`config.mk`:
```
export PLATFORM = sky130hd
export DESIGN_NAME = gcaf_mac
export DESIGN_NICKNAME = d
export VERILOG_FILES = /design/src/design/gcaf_pkg.sv /design/src/design/gcaf_mac.sv
export SDC_FILE = /design/constraint.sdc
export NUM_CORES = 2
export LEC_CHECK = 0
export BUFFER_PORTS_ARGS = -buffer_cell sky130_fd_sc_hd__clkbuf_2
export CAP_MARGIN = 30
export CELL_PAD_IN_SITES_DETAIL_PLACEMENT = 0
export CELL_PAD_IN_SITES_GLOBAL_PLACEMENT = 1
export CORE_ASPECT_RATIO = 0.9
export CORE_UTILIZATION = 51
export DETAILED_ROUTE_END_ITERATION = 10
export PLACE_DENSITY_LB_ADDON = 0.1
export SLEW_MARGIN = 25
export SYNTH_ARGS = -nofsm -noshare
export SYNTH_HDL_FRONTEND = slang
export SYNTH_SLANG_ARGS = --single-unit
```
`constraint.sdc`:
```
create_clock -name i_clk -period 7.6 [get_ports i_clk]
set_input_delay 0 -clock i_clk [delete_from_list [all_inputs] [get_ports i_clk]]
set_output_delay 0 -clock i_clk [all_outputs]
set_load 0.005 [all_outputs]
```
`src/design/gcaf_pkg.sv`:
```
// Shared constants, control types and filter coefficient tables for the
// gyro complementary angle filter. No dependencies; every other file uses it.
package gcaf_pkg;

    localparam int SAMPLE_W   = 32;             // Q3.28 sample width
    localparam int HIST_W     = 40;             // filter output history, Q7.32
    localparam int ACC_W      = 64;             // multiply-accumulate width
    localparam int HALF_W     = SAMPLE_W - 1;   // half_period, unsigned Q0.31
    localparam int LIMIT_W    = SAMPLE_W - 1;   // rate_limit, unsigned
    localparam int CNT_W      = 16;             // sample counter / warm-up width
    localparam int MUL_A_W    = 32;             // coefficient / half_period operand
    localparam int MUL_B_W    = HIST_W;         // sample / history operand
    localparam int STEP_W     = 5;
    localparam int NUM_FRAC   = 28;
    localparam int DEN_FRAC   = 20;
    localparam int OUT_GUARD  = 4;
    localparam int HALF_FRAC  = 31;
    localparam int FF_SHIFT   = NUM_FRAC - DEN_FRAC - OUT_GUARD;

    localparam int CFG_IDX_W  = 3;
    localparam int CFG_W      = 32;
    localparam int IN_TDATA_W = 2 * SAMPLE_W;
    localparam int OUT_TDATA_W = 2 * SAMPLE_W;

    // register indexes
    localparam logic [CFG_IDX_W-1:0] REG_GYRO_BIAS     = 3'd0;
    localparam logic [CFG_IDX_W-1:0] REG_ANGLE_BIAS    = 3'd1;
    localparam logic [CFG_IDX_W-1:0] REG_HALF_PERIOD   = 3'd2;
    localparam logic [CFG_IDX_W-1:0] REG_RATE_LIMIT    = 3'd3;
    localparam logic [CFG_IDX_W-1:0] REG_OUTPUT_OFFSET = 3'd4;
    localparam logic [CFG_IDX_W-1:0] REG_WARMUP        = 3'd5;

    localparam logic [HALF_W-1:0]  RST_HALF_PERIOD = 31'd5368709;
    localparam logic [LIMIT_W-1:0] RST_RATE_LIMIT  = 31'd671088640;
    localparam logic [CNT_W-1:0]   RST_WARMUP      = 16'd500;

    // multiplier operand selects
    localparam logic [1:0] A_HALF = 2'd0;
    localparam logic [1:0] A_LPFF = 2'd1;
    localparam logic [1:0] A_HPFF = 2'd2;
    localparam logic [1:0] A_FB   = 2'd3;

    localparam logic [2:0] B_ABS   = 3'd0;
    localparam logic [2:0] B_LPIN  = 3'd1;
    localparam logic [2:0] B_LPOUT = 3'd2;
    localparam logic [2:0] B_DSUM  = 3'd3;
    localparam logic [2:0] B_REL   = 3'd4;
    localparam logic [2:0] B_HPIN  = 3'd5;
    localparam logic [2:0] B_HPOUT = 3'd6;

    // accumulator operations
    localparam logic [2:0] ACC_NONE      = 3'd0;
    localparam logic [2:0] ACC_INIT      = 3'd1;  // acc = feed-forward rounding constant
    localparam logic [2:0] ACC_ADD       = 3'd2;
    localparam logic [2:0] ACC_SHIFT_ADD = 3'd3;  // acc = (acc >>> FF_SHIFT) + prod
    localparam logic [2:0] ACC_LOAD      = 3'd4;  // acc = rounding constant + prod

    typedef struct packed {
        logic [1:0] a_sel;
        logic [2:0] b_sel;
        logic [2:0] coef_idx;
        logic [1:0] hist_idx;
        logic [2:0] acc_op;
        logic       d_en;
        logic       dsum_en;
        logic       istep_en;
        logic       integ_en;
        logic       rel_en;
        logic       lp_done;
        logic       hp_done;
        logic       fsum_en;
        logic       out_en;
    } t_ctrl;

    // high-pass feed-forward, Q.28
    function automatic logic signed [MUL_A_W-1:0] hp_ff_coef(input logic [2:0] idx);
        logic signed [MUL_A_W-1:0] c;
        case (idx)
            3'd0:    c = 32'sd218573570;
            3'd1:    c = -32'sd874294280;
            3'd2:    c = 32'sd1311441420;
            3'd3:    c = -32'sd874294280;
            3'd4:    c = 32'sd218573570;
            default: c = '0;
        endcase
        return c;
    endfunction

    // low-pass feed-forward, Q.28
    function automatic logic signed [MUL_A_W-1:0] lp_ff_coef(input logic [2:0] idx);
        logic signed [MUL_A_W-1:0] c;
        case (idx)
            3'd0:    c = 32'sd8386;
            3'd1:    c = 32'sd33544;
            3'd2:    c = 32'sd50313;
            3'd3:    c = 32'sd33544;
            3'd4:    c = 32'sd8386;
            default: c = '0;
        endcase
        return c;
    endfunction

    // shared feedback, Q.20, applied as y += fb[k] * y[n-1-k]
    function automatic logic signed [MUL_A_W-1:0] fb_coef(input logic [1:0] idx);
        logic signed [MUL_A_W-1:0] c;
        case (idx)
            2'd0:    c = 32'sd3764073;
            2'd1:    c = -32'sd5086957;
            2'd2:    c = 32'sd3066141;
            default: c = -32'sd695216;
        endcase
        return c;
    endfunction

endpackage

```
`src/design/gcaf_mac.sv`:
```
// Shared multiply-accumulate unit: registered 32x40 signed product and a
// 64-bit accumulator with in-place rounding shift. Depends on gcaf_pkg.
module gcaf_mac (
    input  logic                                 i_clk,
    input  logic signed [gcaf_pkg::MUL_A_W-1:0]  i_a,
    input  logic signed [gcaf_pkg::MUL_B_W-1:0]  i_b,
    input  logic [2:0]                           i_acc_op,
    output logic signed [gcaf_pkg::ACC_W-1:0]    o_prod,
    output logic signed [gcaf_pkg::ACC_W-1:0]    o_acc
);
    import gcaf_pkg::*;

    localparam int FULL_W = MUL_A_W + MUL_B_W;
    localparam logic signed [ACC_W-1:0] FF_RND = ACC_W'(1) << (FF_SHIFT - 1);

    logic signed [FULL_W-1:0] w_full;
    logic signed [ACC_W-1:0]  r_prod;
    logic signed [ACC_W-1:0]  r_acc;
    logic signed [ACC_W-1:0]  n_acc;

    assign w_full = i_a * i_b;

    always_comb begin
        case (i_acc_op)
            ACC_INIT:      n_acc = FF_RND;
            ACC_ADD:       n_acc = r_acc + r_prod;
            ACC_SHIFT_ADD: n_acc = (r_acc >>> FF_SHIFT) + r_prod;
            ACC_LOAD:      n_acc = FF_RND + r_prod;
            default:       n_acc = r_acc;
        endcase
    end

    // sums wrap modulo 2^64 by design
    always_ff @(posedge i_clk) begin
        r_prod <= w_full[ACC_W-1:0];
        r_acc  <= n_acc;
    end

    assign o_prod = r_prod;
    assign o_acc  = r_acc;

endmodule

```
==> summary.txt <==
Timing
  – Max Clk Rate: 0.139 GHz
  – Slew headroom: 35.2%
  – Post-route minimum period: 7.18 ns
  – Final Hold Fails: 0
  – Final worst slack: 0.418 ns
  – Fin crit share: 94.5%
  – Unrepaired setup endpoints after global routing: no
  – Slew of the pin with the lowest slew margin: 0.972 ns
  – Final number of setup-violating endpoints: 0
  – Skew final: 0.0148 ns
  – Pins Over Slew Limit: 0

Finish
  – Fin nets: 7,131
  – Area delta synth->final: 8.02%
  – Layout cells sized above 1: 9.50%
  – # diodes: 0
  – Fin util: 55.9%
  – Design Area, Final: 54,200 um2

Floorplan
  – IO Pins: 204
  – Initial core utilization: 51.7%
  – Std cell rows: 108
  – Core area: 96,900 um2
  – Die Y: 299 um
  – Die extent in x: 333 um
  – Die ar.: 99,600 um2

Setup path
  – Worst Path Class, Setup: input port to register
  – CP endpoint kind: register
  – Nature of the critical path startpoint: input port
  – Arr. time, crit path: 7.52 ns
  – Worst Path Max Fanout: 15
  – Worst endpoint required time: 7.93 ns

Place
  – Post-Place Cell Area: 53,600 um2
  – HPWL after DPL: 125 mm
  – PortBufs: 203
  – GP Congestion: 0.931
  – Worst slack, placed: -0.0435 ns

Global route
  – Gr usage total: 31.1%
  – Antenna violations before repair: 3
  – Grt peak-use layer: met1
  – First-pass GRT wire length: 237 mm
  – Vias in the first global route: 39.8k
  – Grt met1 use: 47.1%
  – Met3 usage: 7.19%
  – Largest net degree at the start of global routing: 67
  – M2 GR Usage: 45.9%
  – GR Overflow Total: 0

Synth
  – Most frequent cell after synthesis: fa_1
  – Post-synthesis cell area: 50,100 um2
  – Synth cell types: 76
  – Top post-synthesis cells by count: fa_1, inv_1, nand2_1
  – Largest cells by area after synthesis: fa_1, inv_1, and2_1
  – Sequential area share after synthesis: 6.39%
  – Top cell type's share of synthesized area: 48.9%
  – Cell taking the most area after synthesis: fa_1
  – Syn Area/Cell: 9.21 um2
  – #FFs+latches synth: 128
  – Synth warn: 0
  – Post-synth ARST share: 0%
  – Cells after Synth: 5,445
  – Synth Flop Type: edfxtp_1
  – Post-synth net total: 7,000
  – EDFF count, synth: 64

Detailed routing
  – Routed WL per cell: 21.6 um
  – Drt via density: 5.48
  – Via count: 37.6k
  – # DRC: 0
  – DRT Wirelength: 148 mm
  – DRT iter0 DRCs: 2,692
  – Post-route ant nets: 0
  – Detailed Routing Iterations Pass 1: 5

Clocking
  – CTS buffer count: 17
  – Worst-path clk slew: 0.06 ns
  – Post-CTS Hold Fix Bufs: 0
  – Clk_lat worst skew: 0.45 ns
  – Root buf cell: clkbuf_16
  – CTS tree: built
  – CTS H-tree lvls: 4
  – Clock Tree Buf Depth: 2
  – Clk sinks: 128

Job
  – Max cap viols: 0

Hold path
  – Worst min-delay path category: input port to register

Run status
  – Status: completed
## flip-flops by register name, summed over array words and instances (netlist names)
name / count
o_acc: 64
o_prod: 64
## layout by cell type (no fill, tap or decap), drive strengths merged, types with 39 or more instances in the layout
| cell type | instances |
|---|---|
| ha | 255 |
| nand2 | 763 |
| and2 | 591 |
| inv | 1105 |
| clkbuf | 219 |
| dfxtp | 64 |
| nor2 | 113 |
| xnor2 | 109 |
| a21oi | 142 |
| xor2 | 84 |
| mux2 | 59 |
| buf | 216 |
| nand4 | 39 |
| o21ai | 67 |
| a21o | 83 |
| o22ai | 51 |
| fa | 1224 |
| edfxtp | 64 |
| nand3 | 55 |
## logic make-up (layout without fill, tap and decap cells)
family                     count (synthesis)  count (layout)  synth area share (%)
AOI/OAI and AO/OA                        499             499                  6.58
adders and majority gates               1479            1479                  55.2
buffers and inverters                   1404            1548                  10.5
muxes                                     62              62                  1.39
and+or+nand+nor                         1680            1680                  16.5
xor gates and xnor gates                 193             193                  3.37
DFF                                      128             128                  6.39
## worst max-delay path: stages
cell,delay [ns]
clkbuf_2,0.38
buf_12,0.22
nand2_1,0.09
fa_1,0.55
inv_1,0.06
fa_1,0.55
fa_1,0.46
fa_1,0.51
fa_1,0.59
fa_1,0.45
fa_1,0.49
inv_1,0.05
fa_1,0.51
inv_1,0.05
ha_1,0.33
and2_0,0.18
nand3_1,0.13
a211o_1,0.33
a22oi_1,0.28
nand2_1,0.11
o21ai_0,0.26
nand3_1,0.20
o311ai_0,0.40
o211ai_1,0.17
xnor2_1,0.15
## final cells by class
cell class,count,area [um2]
Fill cell,9022,42700
Timing Repair Buffer,417,2970
Inverter,1099,4130
Tap cell,1265,1580
Clock buffer,18,439
Multi-Input combinational cell,3913,41700
Clock inverter,14,155
Sequential cell,128,3200
## timing repair
| action | in CTS | in global routing |
|---|---|---|
| buffers inserted | 0 | 0 |
| setup endpoints to repair | 0 | 5 |
| gates resized for setup | 0 | 8 |
## stage by stage
stage	instances	TNS, ns	hold slack, ns
after floorplan	5445	0	0.127
after CTS	6854	0	0.232
final	6854	0	0.254
after global routing	6854	0	0.266
after global placement	6822	0	0.422
after detailed placement	6822	-0.0714	0.423
## metal layers
| metal | up-vias | routed length (um) |
|---|---|---|
| met2 | 1393 | 62800 |
| li1 | 16600 | - |
| met5 | - | 13 |
| met3 | 131 | 13700 |
| met4 | 2 | 2730 |
| met1 | 19400 | 68700 |
## final timing paths
check / start / cells after the start / to / slack (ns)
max: i_b[10] / 25 / o_prod[61] / 0.42
min: i_a[0] / 3 / o_prod[0] / 0.25
max reg2reg: o_acc[4] / 14 / o_acc[60] / 3.13
min reg2reg: o_prod[2] / 2 / o_acc[2] / 0.66
Power is not shown: default switching activity piles up to over one toggle a cycle in this logic, so the estimate is an artifact.
