## config.mk

```make
export PLATFORM = sky130hd
export DESIGN_NAME = gcaf_seq
export DESIGN_NICKNAME = d
export VERILOG_FILES = /design/src/design/gcaf_pkg.sv /design/src/design/gcaf_seq.sv
export SDC_FILE = /design/constraint.sdc
export NUM_CORES = 1
export LEC_CHECK = 0
export ABC_AREA = 1
export BUFFER_PORTS_ARGS = -buffer_cell sky130_fd_sc_hd__buf_4
export CAP_MARGIN = 25
export CORE_MARGIN = 2
export CORE_UTILIZATION = 40
export CTS_BUF_LIST = sky130_fd_sc_hd__clkbuf_16
export CTS_CLUSTER_DIAMETER = 50
export DETAILED_ROUTE_END_ITERATION = 7
export GPL_TIMING_DRIVEN = 0
export HOLD_SLACK_MARGIN = 0.02
export PLACE_DENSITY = 0.68
export SETUP_SLACK_MARGIN = 0.05
export SKIP_LAST_GASP = 1
export SYNTH_ARGS = -nofsm -noshare
export SYNTH_HDL_FRONTEND = slang
export SYNTH_SLANG_ARGS = --single-unit
export TNS_END_PERCENT = 50
```

## constraint.sdc

```tcl
create_clock -name i_clk -period 2.9 [get_ports i_clk]
set_clock_uncertainty 0.2 [all_clocks]
set_input_delay 0.58 -clock i_clk [delete_from_list [all_inputs] [get_ports i_clk]]
set_output_delay 0.58 -clock i_clk [all_outputs]
set_load 0.01 [all_outputs]
```

## src/design/gcaf_pkg.sv

```systemverilog
// Shared constants, control types and filter coefficient tables for the
// gyro complementary angle filter. No dependencies; every other file uses it.
package gcaf_pkg;

    localparam int SAMPLE_W   = 32;             // Q3.28 sample width
    localparam int HIST_W     = 40;             // filter output history, Q7.32
    localparam int ACC_W      = 64;             // multiply-accumulate width
    localparam int HALF_W     = SAMPLE_W - 1;   // half_period, unsigned Q0.31
    localparam int LIMIT_W    = SAMPLE_W - 1;   // rate_limit, unsigned
    localparam int CNT_W      = 16;             // sample counter / warm-up width
    localparam int MUL_A_W    = 32;             // coefficient / half_period operand
    localparam int MUL_B_W    = HIST_W;         // sample / history operand
    localparam int STEP_W     = 5;
    localparam int NUM_FRAC   = 28;
    localparam int DEN_FRAC   = 20;
    localparam int OUT_GUARD  = 4;
    localparam int HALF_FRAC  = 31;
    localparam int FF_SHIFT   = NUM_FRAC - DEN_FRAC - OUT_GUARD;

    localparam int CFG_IDX_W  = 3;
    localparam int CFG_W      = 32;
    localparam int IN_TDATA_W = 2 * SAMPLE_W;
    localparam int OUT_TDATA_W = 2 * SAMPLE_W;

    // register indexes
    localparam logic [CFG_IDX_W-1:0] REG_GYRO_BIAS     = 3'd0;
    localparam logic [CFG_IDX_W-1:0] REG_ANGLE_BIAS    = 3'd1;
    localparam logic [CFG_IDX_W-1:0] REG_HALF_PERIOD   = 3'd2;
    localparam logic [CFG_IDX_W-1:0] REG_RATE_LIMIT    = 3'd3;
    localparam logic [CFG_IDX_W-1:0] REG_OUTPUT_OFFSET = 3'd4;
    localparam logic [CFG_IDX_W-1:0] REG_WARMUP        = 3'd5;

    localparam logic [HALF_W-1:0]  RST_HALF_PERIOD = 31'd5368709;
    localparam logic [LIMIT_W-1:0] RST_RATE_LIMIT  = 31'd671088640;
    localparam logic [CNT_W-1:0]   RST_WARMUP      = 16'd500;

    // multiplier operand selects
    localparam logic [1:0] A_HALF = 2'd0;
    localparam logic [1:0] A_LPFF = 2'd1;
    localparam logic [1:0] A_HPFF = 2'd2;
    localparam logic [1:0] A_FB   = 2'd3;

    localparam logic [2:0] B_ABS   = 3'd0;
    localparam logic [2:0] B_LPIN  = 3'd1;
    localparam logic [2:0] B_LPOUT = 3'd2;
    localparam logic [2:0] B_DSUM  = 3'd3;
    localparam logic [2:0] B_REL   = 3'd4;
    localparam logic [2:0] B_HPIN  = 3'd5;
    localparam logic [2:0] B_HPOUT = 3'd6;

    // accumulator operations
    localparam logic [2:0] ACC_NONE      = 3'd0;
    localparam logic [2:0] ACC_INIT      = 3'd1;  // acc = feed-forward rounding constant
    localparam logic [2:0] ACC_ADD       = 3'd2;
    localparam logic [2:0] ACC_SHIFT_ADD = 3'd3;  // acc = (acc >>> FF_SHIFT) + prod
    localparam logic [2:0] ACC_LOAD      = 3'd4;  // acc = rounding constant + prod

    typedef struct packed {
        logic [1:0] a_sel;
        logic [2:0] b_sel;
        logic [2:0] coef_idx;
        logic [1:0] hist_idx;
        logic [2:0] acc_op;
        logic       d_en;
        logic       dsum_en;
        logic       istep_en;
        logic       integ_en;
        logic       rel_en;
        logic       lp_done;
        logic       hp_done;
        logic       fsum_en;
        logic       out_en;
    } t_ctrl;

    // high-pass feed-forward, Q.28
    function automatic logic signed [MUL_A_W-1:0] hp_ff_coef(input logic [2:0] idx);
        logic signed [MUL_A_W-1:0] c;
        case (idx)
            3'd0:    c = 32'sd218573570;
            3'd1:    c = -32'sd874294280;
            3'd2:    c = 32'sd1311441420;
            3'd3:    c = -32'sd874294280;
            3'd4:    c = 32'sd218573570;
            default: c = '0;
        endcase
        return c;
    endfunction

    // low-pass feed-forward, Q.28
    function automatic logic signed [MUL_A_W-1:0] lp_ff_coef(input logic [2:0] idx);
        logic signed [MUL_A_W-1:0] c;
        case (idx)
            3'd0:    c = 32'sd8386;
            3'd1:    c = 32'sd33544;
            3'd2:    c = 32'sd50313;
            3'd3:    c = 32'sd33544;
            3'd4:    c = 32'sd8386;
            default: c = '0;
        endcase
        return c;
    endfunction

    // shared feedback, Q.20, applied as y += fb[k] * y[n-1-k]
    function automatic logic signed [MUL_A_W-1:0] fb_coef(input logic [1:0] idx);
        logic signed [MUL_A_W-1:0] c;
        case (idx)
            2'd0:    c = 32'sd3764073;
            2'd1:    c = -32'sd5086957;
            2'd2:    c = 32'sd3066141;
            default: c = -32'sd695216;
        endcase
        return c;
    endfunction

endpackage

```

## src/design/gcaf_seq.sv

```systemverilog
// Step sequencer: counts through the 23 steps of one sample and decodes the
// operand selects, accumulator ops and datapath strobes. Depends on gcaf_pkg.
module gcaf_seq (
    input  logic             i_clk,
    input  logic             i_rst_n,
    input  logic             i_start,
    input  logic             i_out_hold,
    output logic             o_ready,
    output gcaf_pkg::t_ctrl  o_ctrl
);
    import gcaf_pkg::*;

    localparam logic [STEP_W-1:0] S_LP_FF0  = 5'd0;
    localparam logic [STEP_W-1:0] S_LP_FF1  = 5'd1;
    localparam logic [STEP_W-1:0] S_INT_MUL = 5'd2;
    localparam logic [STEP_W-1:0] S_LP_FF2  = 5'd3;
    localparam logic [STEP_W-1:0] S_LP_FF3  = 5'd4;
    localparam logic [STEP_W-1:0] S_LP_FF4  = 5'd5;
    localparam logic [STEP_W-1:0] S_LP_FB0  = 5'd6;
    localparam logic [STEP_W-1:0] S_LP_FB1  = 5'd7;
    localparam logic [STEP_W-1:0] S_LP_FB2  = 5'd8;
    localparam logic [STEP_W-1:0] S_LP_FB3  = 5'd9;
    localparam logic [STEP_W-1:0] S_HP_FF0  = 5'd10;
    localparam logic [STEP_W-1:0] S_HP_FF1  = 5'd11;
    localparam logic [STEP_W-1:0] S_HP_FF2  = 5'd12;
    localparam logic [STEP_W-1:0] S_HP_FF3  = 5'd13;
    localparam logic [STEP_W-1:0] S_HP_FF4  = 5'd14;
    localparam logic [STEP_W-1:0] S_HP_FB0  = 5'd15;
    localparam logic [STEP_W-1:0] S_HP_FB1  = 5'd16;
    localparam logic [STEP_W-1:0] S_HP_FB2  = 5'd17;
    localparam logic [STEP_W-1:0] S_HP_FB3  = 5'd18;
    localparam logic [STEP_W-1:0] S_HP_ACC  = 5'd19;
    localparam logic [STEP_W-1:0] S_HP_DONE = 5'd20;
    localparam logic [STEP_W-1:0] S_FSUM    = 5'd21;
    localparam logic [STEP_W-1:0] S_OUT     = 5'd22;

    logic              r_live;
    logic              r_busy;
    logic              n_busy;
    logic [STEP_W-1:0] r_step;
    logic [STEP_W-1:0] n_step;
    logic              w_last;
    t_ctrl             c;

    assign w_last = r_busy && (r_step == S_OUT) && !i_out_hold;

    always_comb begin
        n_busy = r_busy;
        n_step = r_step;
        if (i_start) begin
            n_busy = 1'b1;
            n_step = S_LP_FF0;
        end else if (w_last) begin
            n_busy = 1'b0;
            n_step = S_LP_FF0;
        end else if (r_busy && r_step != S_OUT) begin
            n_step = r_step + 1'b1;
        end
    end

    always_ff @(posedge i_clk) begin
        if (!i_rst_n) begin
            r_live <= 1'b0;
            r_busy <= 1'b0;
            r_step <= S_LP_FF0;
        end else begin
            r_live <= 1'b1;
            r_busy <= n_busy;
            r_step <= n_step;
        end
    end

    // multiply issued in step s is accumulated in step s+1
    always_comb begin
        c          = '0;
        c.a_sel    = A_LPFF;
        c.b_sel    = B_ABS;
        c.acc_op   = ACC_NONE;
        if (r_busy) begin
            case (r_step)
                S_LP_FF0: begin
                    c.acc_op = ACC_INIT;
                    c.d_en   = 1'b1;
                end
                S_LP_FF1: begin
                    c.coef_idx = 3'd1;  c.b_sel = B_LPIN;  c.hist_idx = 2'd0;
                    c.acc_op   = ACC_ADD;
                    c.dsum_en  = 1'b1;
                end
                S_INT_MUL: begin
                    c.a_sel  = A_HALF;  c.b_sel = B_DSUM;
                    c.acc_op = ACC_ADD;
                end
                S_LP_FF2: begin
                    // product in flight is the trapezoid step, not a filter term
                    c.coef_idx = 3'd2;  c.b_sel = B_LPIN;  c.hist_idx = 2'd1;
                    c.istep_en = 1'b1;
                end
                S_LP_FF3: begin
                    c.coef_idx = 3'd3;  c.b_sel = B_LPIN;  c.hist_idx = 2'd2;
                    c.acc_op   = ACC_ADD;
                    c.integ_en = 1'b1;
                end
                S_LP_FF4: begin
                    c.coef_idx = 3'd4;  c.b_sel = B_LPIN;  c.hist_idx = 2'd3;
                    c.acc_op   = ACC_ADD;
                    c.rel_en   = 1'b1;
                end
                S_LP_FB0: begin
                    c.a_sel  = A_FB;  c.coef_idx = 3'd0;
                    c.b_sel  = B_LPOUT;  c.hist_idx = 2'd0;
                    c.acc_op = ACC_ADD;
                end
                S_LP_FB1: begin
                    c.a_sel  = A_FB;  c.coef_idx = 3'd1;
                    c.b_sel  = B_LPOUT;  c.hist_idx = 2'd1;
                    c.acc_op = ACC_SHIFT_ADD;
                end
                S_LP_FB2: begin
                    c.a_sel  = A_FB;  c.coef_idx = 3'd2;
                    c.b_sel  = B_LPOUT;  c.hist_idx = 2'd2;
                    c.acc_op = ACC_ADD;
                end
                S_LP_FB3: begin
                    c.a_sel  = A_FB;  c.coef_idx = 3'd3;
                    c.b_sel  = B_LPOUT;  c.hist_idx = 2'd3;
                    c.acc_op = ACC_ADD;
                end
                S_HP_FF0: begin
                    c.a_sel  = A_HPFF;  c.coef_idx = 3'd0;  c.b_sel = B_REL;
                    c.acc_op = ACC_ADD;
                end
                S_HP_FF1: begin
                    // low-pass result leaves the accumulator here
                    c.a_sel  = A_HPFF;  c.coef_idx = 3'd1;
                    c.b_sel  = B_HPIN;  c.hist_idx = 2'd0;
                    c.acc_op = ACC_LOAD;
                    c.lp_done = 1'b1;
                end
                S_HP_FF2: begin
                    c.a_sel  = A_HPFF;  c.coef_idx = 3'd2;
                    c.b_sel  = B_HPIN;  c.hist_idx = 2'd1;
                    c.acc_op = ACC_ADD;
                end
                S_HP_FF3: begin
                    c.a_sel  = A_HPFF;  c.coef_idx = 3'd3;
                    c.b_sel  = B_HPIN;  c.hist_idx = 2'd2;
                    c.acc_op = ACC_ADD;
                end
                S_HP_FF4: begin
                    c.a_sel  = A_HPFF;  c.coef_idx = 3'd4;
                    c.b_sel  = B_HPIN;  c.hist_idx = 2'd3;
                    c.acc_op = ACC_ADD;
                end
                S_HP_FB0: begin
                    c.a_sel  = A_FB;  c.coef_idx = 3'd0;
                    c.b_sel  = B_HPOUT;  c.hist_idx = 2'd0;
                    c.acc_op = ACC_ADD;
                end
                S_HP_FB1: begin
                    c.a_sel  = A_FB;  c.coef_idx = 3'd1;
                    c.b_sel  = B_HPOUT;  c.hist_idx = 2'd1;
                    c.acc_op = ACC_SHIFT_ADD;
                end
                S_HP_FB2: begin
                    c.a_sel  = A_FB;  c.coef_idx = 3'd2;
                    c.b_sel  = B_HPOUT;  c.hist_idx = 2'd2;
                    c.acc_op = ACC_ADD;
                end
                S_HP_FB3: begin
                    c.a_sel  = A_FB;  c.coef_idx = 3'd3;
                    c.b_sel  = B_HPOUT;  c.hist_idx = 2'd3;
                    c.acc_op = ACC_ADD;
                end
                S_HP_ACC: begin
                    c.acc_op = ACC_ADD;
                end
                S_HP_DONE: begin
                    c.hp_done = 1'b1;
                end
                S_FSUM: begin
                    c.fsum_en = 1'b1;
                end
                S_OUT: begin
                    c.out_en = !i_out_hold;
                end
                default: begin
                    c.acc_op = ACC_NONE;
                end
            endcase
        end
    end

    assign o_ready = r_live && !r_busy;
    assign o_ctrl  = c;

endmodule

```

==> run metrics <==
vias in the first global route 934; IO buf count 26; average size of a mapped cell 5.43 um^2; DR DRC count 0; max frequency 379 MHz; core area 0.00196 mm^2; initial core utilization 42.3%; Resized Gates After CTS 0; clock buffer depth 2; Synth Instances 153; total wire length 2.17 mm; WS Path Type reg -> out; first-pass GRT wire length 3.70 mm; FFs w/ async S/R, synth 0%; diode count 0; DR pass1 iterations 4; final instance area 0.00114 mm^2; RSZ-0062 raised after global routing false; synthesized cell area 831 um^2; Final Hold Viols 0; final setup fails 0; Final Net Count 192; Synth Warn # 0; GRT Total Usage 19.2%; vias per inst 4.76; top cells by area, synth nand2_1, dfxtp_1, nor2_1; Slew @ Worst Pin 0.403 ns; #FFs+latches synth 7; peak supply drop 0.401 mV; # fillers 217; Synth cell types 23; Power Total 0.373 mW; fraction of layout cells with a size suffix above 1 23.0%; CTS Hold Bufs 0; Die Footprint 0.00246 mm^2; Antenna Nets Post-Route 0; H-tree depth 1; Static Leak 0.631 nW; Sum Neg Setup Slack 0 ns; maximum fanout along the worst path 6; fin crit share 91.1%; worst min path class in -> reg; Clock transition at path regs 0.04 ns; antenna violations before repair 0; max-slew violation count 0; CP arrival 1.86 ns; Row Count 16; Multi-input gate area 579 um^2; Die H 49.6 um; register area share after synthesis 16.9%; minimum clock period 2.64 ns; Post-CTS Setup Inserts 0; CP endpoint kind output pin; CP required 2.12 ns; CTS tree built; clock root buffer master clkbuf_16; clk sinks 7; DRT iter0 DRCs 18; HPWL after detailed placement 1.75 mm; status finished clean; critical path launch point type flop; placed inst area 0.00106 mm^2; drt wl/cell 10.4 um; biggest area consumer among synthesized cells nand2_1; PwrDens 327 mW/mm^2; Most used DFF post-synth dfxtp_1; number of synthesized flops with an enable pin 0; P&R area growth vs syn 37.0%; area fraction of the dominant cell type after synthesis 21.7%; max capacitance violation total 0; largest net degree at the start of global routing 11; Syn Nets 161; most frequent cell after synthesis nand2_1; Seq. cell area 140 um^2; Clock Latency Late Sink 0.23 ns; boundary pin count 27; Commonest cells post-synth nand2_1, nor2_1, inv_1, a21oi_1, nand3_1; slew margin rel. 73.1%; grt ovf 0; GPL Wtd Cong 0.888; number of vias in the routed layout 999; TritonCTS Buffers 3; chip width 49.6 um
==> per-stage QoR <==
| stage | worst slack, ns | cells | hold slack [ns] | utilization, % |
|---|---|---|---|---|
| 2_1_floorplan | 0.773 | 153 | 0.291 | - |
| 3_3_place_gp | 0.510 | 206 | 0.313 | 54.0 |
| 3_5_place_dp | 0.511 | 206 | 0.318 | 54.0 |
| 4_1_cts | 0.244 | 210 | 0.263 | 58.0 |
| 5_1_grt | 0.0755 | 210 | 0.267 | 58.0 |
| 6_report | 0.259 | 210 | 0.267 | 58.0 |
==> flip-flops by register name, indices dropped and copies added, names as in the netlist <==
signal / count
r_busy: 1
r_step: 5
r_live: 1
==> kinds of logic after synthesis <==
| group | share of synthesized area, % |
|---|---|
| buf+inv | 13.4 |
| flops | 16.9 |
| simple gates | 49.2 |
| fa+ha+maj | 6.02 |
| xor+xnor | 1.05 |
| compound gates | 13.4 |
==> layer usage <==
layer / GRT usage (%) / vias up / wire length, um
met2: 32.9 / 31 / 992
met5: 0 / - / 0
met3: 3.03 / 9 / 106
li1: - / 534 / -
met1: 21.5 / 425 / 1000
met4: 13.0 / 0 / 73
==> power by group <==
part | internal [mW] | switching (mW) | total [mW]
Sequential | 0.0993 | 0.00253 | 0.102
Clock | 0.179 | 0.0542 | 0.234
Combinational | 0.0149 | 0.0223 | 0.0371
Total | 0.294 | 0.0790 | 0.373
==> placed cells by master, fill, tap and decap left out, types with 3 or more instances in the layout <==
master | netlist | layout
nand2_1 | 48 | 48
a21oi_1 | 12 | 12
nor3_1 | 3 | 3
a31oi_1 | 3 | 3
inv_2 | 3 | 3
nor2_1 | 29 | 29
o21ai_0 | 3 | 3
nand3_1 | 8 | 8
nor2_4 | 3 | 3
inv_1 | 16 | 17
buf_4 | 1 | 27
ha_1 | 4 | 4
clkbuf_16 | 0 | 3
dfxtp_1 | 7 | 7
==> final cells by class <==
class | instances | area share (%)
buffer | 4 | 3.19
clock buffer | 3 | 6.59
clock inverter | 1 | 0.330
inverter | 20 | 6.59
multi-input combinational | 122 | 50.9
sequential | 7 | 12.3
tap | 27 | 2.97
timing repair buffer | 26 | 17.1
==> critical path, stage by stage, from the launching register on <==
cell     delay (ns)
dfxtp_1        0.39
inv_1          0.10
ha_1           0.29
inv_1          0.08
nor2_1         0.05
nand2_1        0.11
nand2_2        0.08
nor2_2         0.14
nand2_1        0.08
nor2_1         0.10
nor2_1         0.04
buf_4          0.16
==> path summary, 6_finish.rpt <==
kind                            depth (start not counted)       from    endpoint  slack (ns)
worst max-delay path                                   11  r_step[0]  o_ctrl[21]        0.26
worst min-delay path                                    1    i_rst_n      r_live        0.27
worst min register to register                          2  r_step[1]   r_step[1]        0.32
worst max register to register                          7  r_step[0]   r_step[2]        1.20
No activity file was read; power rests on OpenSTA's default activity.
